--- src/rtl/buzzer_note_sequencer_assert.svh ---
// Assertion macros used by the buzzer note sequencer RTL.
// Depends on nothing; included by bns_sequencer, which checks its own logic.
`ifndef BUZZER_NOTE_SEQUENCER_ASSERT_SVH
`define BUZZER_NOTE_SEQUENCER_ASSERT_SVH

// Same-cycle implication, disabled during reset.
`define BNS_ASSERT(label, clk, rst, ante, cons, msg) \
  label: assert property (@(posedge clk) disable iff (rst) (ante) |-> (cons)) else $error(msg);

// Next-cycle implication, disabled during reset.
`define BNS_ASSERT_NEXT(label, clk, rst, ante, cons, msg) \
  label: assert property (@(posedge clk) disable iff (rst) (ante) |=> (cons)) else $error(msg);

`endif

--- src/rtl/bns_pkg.sv ---
// Package of the buzzer note sequencer: field widths, opcodes, beat types and states.
// Depends on nothing; the top level, divider and sequencer refer to it by scoped names.
`default_nettype none

package bns_pkg;

  localparam int NOTE_DEPTH_DEF = 1024;
  localparam int SONG_SLOTS_DEF = 8;

  localparam int OPCODE_W = 3;
  localparam int SLOT_W   = 3;
  localparam int ADDR_W   = 10;
  localparam int FREQ_W   = 16;
  localparam int TICKS_W  = 16;
  localparam int LENGTH_W = 11;
  localparam int PERIOD_W = 20;
  localparam int COMPARE_W = 19;

  // Period is 1000000 / f; the compare value 500000 / f equals the period halved.
  localparam logic [PERIOD_W-1:0] PERIOD_NUM = 20'd1000000;

  localparam logic [OPCODE_W-1:0] OP_TICK     = 3'd0;
  localparam logic [OPCODE_W-1:0] OP_PLAY     = 3'd1;
  localparam logic [OPCODE_W-1:0] OP_STOP     = 3'd2;
  localparam logic [OPCODE_W-1:0] OP_NOTE_WR  = 3'd3;
  localparam logic [OPCODE_W-1:0] OP_SONG_WR  = 3'd4;

  typedef struct packed {
    logic [OPCODE_W-1:0] opcode;
    logic [SLOT_W-1:0]   song_index;
    logic [ADDR_W-1:0]   note_address;
    logic [FREQ_W-1:0]   note_freq;
    logic [TICKS_W-1:0]  note_ticks;
    logic [ADDR_W-1:0]   song_start;
    logic [LENGTH_W-1:0] song_length;
  } bns_cmd_t;

  typedef struct packed {
    logic                 drive_update;
    logic                 tone_enable;
    logic [PERIOD_W-1:0]  timer_period;
    logic [COMPARE_W-1:0] timer_compare;
    logic                 playing;
  } bns_status_t;

  typedef struct packed {
    logic              start;
    logic [FREQ_W-1:0] divisor;
  } bns_div_req_t;

  typedef struct packed {
    logic                busy;
    logic                done;
    logic [PERIOD_W-1:0] quotient;
  } bns_div_rsp_t;

  typedef enum logic [2:0] {
    S_IDLE,
    S_DECODE,
    S_TICK_CHECK,
    S_PLAY_LOAD,
    S_NOTE_WAIT,
    S_DIVIDE,
    S_FINISH
  } bns_state_t;

endpackage

`default_nettype wire

--- src/rtl/bns_divider.sv ---
// Restoring divider computing 1000000 / divisor, one quotient bit per cycle.
// Depends on bns_pkg for widths, the dividend constant and request/response types.
`default_nettype none

module bns_divider (
  input  wire logic                  clk,
  input  wire logic                  rst,
  input  wire bns_pkg::bns_div_req_t req,
  output bns_pkg::bns_div_rsp_t      rsp
);

  localparam int CNT_W = $clog2(bns_pkg::PERIOD_W + 1);

  logic [bns_pkg::PERIOD_W-1:0] work;
  logic [bns_pkg::FREQ_W-1:0]   rem;
  logic [bns_pkg::FREQ_W-1:0]   divr;
  logic [CNT_W-1:0]             count;
  logic                         busy;
  logic                         done;
  logic [bns_pkg::FREQ_W:0]     trial;
  logic                         take;

  assign trial = {rem, work[bns_pkg::PERIOD_W-1]};
  assign take  = trial >= {1'b0, divr};

  always_ff @(posedge clk) begin
    if (rst) begin
      busy  <= 1'b0;
      done  <= 1'b0;
      count <= '0;
    end else begin
      done <= 1'b0;
      if (req.start) begin
        busy  <= 1'b1;
        count <= CNT_W'(bns_pkg::PERIOD_W);
      end else if (busy) begin
        count <= count - 1'b1;
        if (count == CNT_W'(1)) begin
          busy <= 1'b0;
          done <= 1'b1;
        end
      end
    end
  end

  always_ff @(posedge clk) begin
    if (req.start) begin
      work <= bns_pkg::PERIOD_NUM;
      rem  <= '0;
      divr <= req.divisor;
    end else if (busy) begin
      if (take) begin
        rem <= bns_pkg::FREQ_W'(trial - {1'b0, divr});
      end else begin
        rem <= trial[bns_pkg::FREQ_W-1:0];
      end
      work <= {work[bns_pkg::PERIOD_W-2:0], take};
    end
  end

  assign rsp.busy     = busy;
  assign rsp.done     = done;
  assign rsp.quotient = work;

endmodule

`default_nettype wire

--- config.mk ---
export PLATFORM = sky130hd
export DESIGN_NAME = bns_divider
export DESIGN_NICKNAME = d
export VERILOG_FILES = /design/src/rtl/buzzer_note_sequencer_assert.svh /design/src/rtl/bns_pkg.sv /design/src/rtl/bns_divider.sv
export SDC_FILE = /design/constraint.sdc
export NUM_CORES = 1
export LEC_CHECK = 0
export BUFFER_PORTS_ARGS = -buffer_cell sky130_fd_sc_hd__buf_2
export CAP_MARGIN = 20
export CORE_MARGIN = 2
export CORE_UTILIZATION = 52
export DETAILED_ROUTE_END_ITERATION = 16
export PLACE_DENSITY = 0.77
export SLEW_MARGIN = 25
export SYNTH_ARGS = -nofsm -noshare
export SYNTH_HDL_FRONTEND = slang
export SYNTH_SLANG_ARGS = --single-unit
--- constraint.sdc ---
create_clock -name clk -period 2.3 [get_ports clk]
set_clock_uncertainty 0.1 [all_clocks]
set_input_delay 0.345 -clock clk [delete_from_list [all_inputs] [get_ports clk]]
set_output_delay 0.345 -clock clk [all_outputs]
set_load 0.05 [all_outputs]
==> flow_summary_export.csv <==
group,metric,value,unit
route,vias,3193,
setup_path,startpoint_type,"flop",
die,io-pin-count,41,
grt,grt_overflow,0,
setup_path,worst_r2r_endpoint,"rem[7]$_SDFFE_PP0P_",
synth,synth.avg_cell_area,9.23,um^2
clock_network,cts_tree,"built",
grt,grt_use_total,0.236,
route,wl_met2,4660,um
timing,hold_viol,0,
flow_run,maxCapViolCount,0,
synth,synth_most_common_cell,"dfxtp_1",
setup_path,reg2reg_depth,10,
finish,drive_gt1_frac,0.376,
synth,yosysWarningCount,0,
synth,synth_seq_area_share,0.401,
die,die_area,7080,um^2
synth,netlist_area,3340,um^2
die,die_w,84.2,um
synth,syn_inst,362,
synth,synth_top_area_share,0.258,
timing,finalCriticalPeriod,2.35,ns
synth,ys_ff_latch,59,
synth,synthFlopType,"dfxtp_1",
placed_design,numPortBuffers,40,
timing,setup_violations,6,
clock_network,htree_levels,3,
power_and_ir_drop,p_leak,1.92,nW
synth,synth_area_leaders,"dfxtp_1, edfxtp_1, ha_1",
setup_path,crit_path_end,"rem[7]$_SDFFE_PP0P_",
timing,worst_slew_pin_slew,0.436,ns
clock_network,clk_pin_slew,0.08,ns
route,topRoutingLayerUsed,"met4",
synth,async_flop_share,0,
grt,grt_pass1_wl,13400,um
timing,fmax,425,MHz
route,dr.pass1.iters,5,
die,rows,29,
setup_path,worst_ep_required_time,2.45,ns
synth,synth_cell_types,58,
finish,areaGrowthSynthToFinish,35.1,%
clock_network,insertion_delay,0.35,ns
timing,report.final.slew_viol_count,0,
route,wl_met1,3750,um
setup_path,reg2reg_from,"divr[1]$_DFFE_PP_",
synth,synth_nets,400,
finish,diodes,0,
synth,synth_top_cell_by_area,"dfxtp_1",
clock_network,clock-root-buffer,"clkbuf_8",
run_status,violations,"negative setup slack",
power_and_ir_drop,p_total,0.00306,W
power_and_ir_drop,ir_drop,0.598,mV
route,via_per_inst,6.06,
die,start_util,0.532,
min_path,hold_depth,1,
grt,antenna_found_initial,0,
timing,slew_headroom,0.709,
grt,grt_pass1_vias,2918,
setup_path,crit_fanout,2,
timing,worst_slack,-0.0546,ns
route,wl_met3,480,um
finish,final_util,0.719,
route,drc,0,
grt,grt_max_degree,22,
synth,synthTopCellsByCount,"dfxtp_1, nor2_1, inv_1",
setup_path,ff2ff_setup_slack,-0.05,ns
setup_path,cp_data_arrival_time,2.50,ns
finish,fin_nets,483,
synth,synth_edf_count,16,
route,drt_iter0_markers,264,
timing,period_share,1.02,
route,antenna_left,0,
placed_design,hpwl,5560,um
route,wire_per_inst,17.4,um
route,wl,9190,um
min_path,min_path_type,"primary input to flop",
clock_network,numCtsBuffers,9,
timing,rsz0062_at_grt,"yes",
run_status,outcome,"finished with violations",
die,dieHeight,84.2,um
setup_path,worstSetupStartpoint,"divr[1]$_DFFE_PP_",
power_and_ir_drop,p_per_area,678,nW/um^2
clock_network,cts_max_path_buffers,2,
die,fp.coreArea,6280,um^2
setup_path,path_class,"flop to flop",
setup_path,end_kind,"flop",
placed_design,gp_congestion,0.871,
clock_network,cts_sinks,59,
cell type report:
cell class | instances | area [um^2]
clock buffers | 10 | 149
clock inverters | 6 | 93.8
fillers | 440 | 1760
inverters | 26 | 97.6
multi-input cells | 255 | 2100
flip-flops and latches | 59 | 1350
well taps | 77 | 96.3
repair buffers | 94 | 633
critical path, cell delays in order (launching register included):
cell and delay (ns):
edfxtp_1 0.41, inv_2 0.09, ha_4 0.20, nor2b_4 0.12, o2111a_2 0.28, buf_4 0.15, buf_4 0.13, o21ai_1 0.21
a21oi_1 0.13, xnor2_1 0.18, o31ai_1 0.26
per-layer routing:
metal,up-vias,track usage
met4,0,0.103
met3,30,0.0482
met5,-,0
met1,1533,0.299
li1,1500,-
met2,130,0.390
placed cells by master, fill, tap and decap left out, drive strengths merged, types with 2 or more instances in the layout:
master	instances
nor2	31
clkbuf	10
o21a	3
xnor2	9
xor2	3
and4	3
o21ai	20
ha	18
or3	7
dfxtp	43
a21o	6
a31oi	10
edfxtp	16
o211ai	4
a2111o	3
inv	28
a311oi	6
o311ai	3
o31ai	3
a211o	2
nor3	6
and3	16
nand2	25
bufinv	2
buf	94
a211oi	3
nor2b	2
mux2i	18
a21oi	20
o2111a	2
nor4	2
nand4	3
nand3	10
through the flow:
stage          std cells  hold WS [ns]  cell area [um^2]  setup TNS [ns]  worst slack [ns]
2_1_floorplan        362         0.314              3350        -0.00531          -0.00531
3_3_place_gp         503         0.372              3840          -0.881           -0.0981
3_5_place_dp         503         0.392              3840           -1.44            -0.163
4_1_cts              521        0.0526              4170               0          0.000920
5_1_grt              527        0.0517              4520          -0.914           -0.0907
6_report             527        0.0657              4520          -0.119           -0.0546
where the power goes:
part / total (W) / internal (W) / leakage [nW] / switching, W
clock: 0.00115 / 0.000685 / 0.119 / 0.000464
sequential: 0.00118 / 0.00113 / 0.509 / 0.0000512
combinational: 0.000731 / 0.000326 / 1.29 / 0.000405
cell families after synthesis:
logic type | synth area share
adder cells (fa/ha/maj) | 0.0734
AO/OA/AOI/OAI | 0.199
XOR/XNOR | 0.0315
AND/OR/NAND/NOR | 0.167
flip-flops | 0.401
multiplexers | 0.0539
buffers and inverters | 0.0738
how the worst min path moves through the flow:
| stage | startpoint | to | slack (ns) |
|---|---|---|---|
| 6_report | req[15] | divr[15]$_DFFE_PP_ | 0.07 |
| 5_1_grt | req[0] | divr[0]$_DFFE_PP_ | 0.05 |
| 4_1_cts | req[0] | divr[0]$_DFFE_PP_ | 0.05 |
| 3_5_place_dp | work[8]$_SDFFE_PP0P_ | work[9]$_SDFFE_PP1P_ | 0.39 |
| 3_3_place_gp | work[14]$_SDFFE_PP1P_ | work[14]$_SDFFE_PP1P_ | 0.37 |
| 2_1_floorplan | rst | count[2]$_SDFFE_PP0P_ | 0.31 |
state kept, by name, summed over array words and instances, names as in the netlist:
signal,flops
busy,1
count,5
divr,16
done,1
rem,16
work,20
what timing repair did:
action                                  4_1_cts  5_1_grt
pin swaps                                     7       22
resized for setup                            14       54
buffers inserted                              2        7
cloned                                        0        0
hold buffers                                  0        0
endpoints found under the setup margin       16       16
Note: power is estimated with default switching activity, not from simulation.
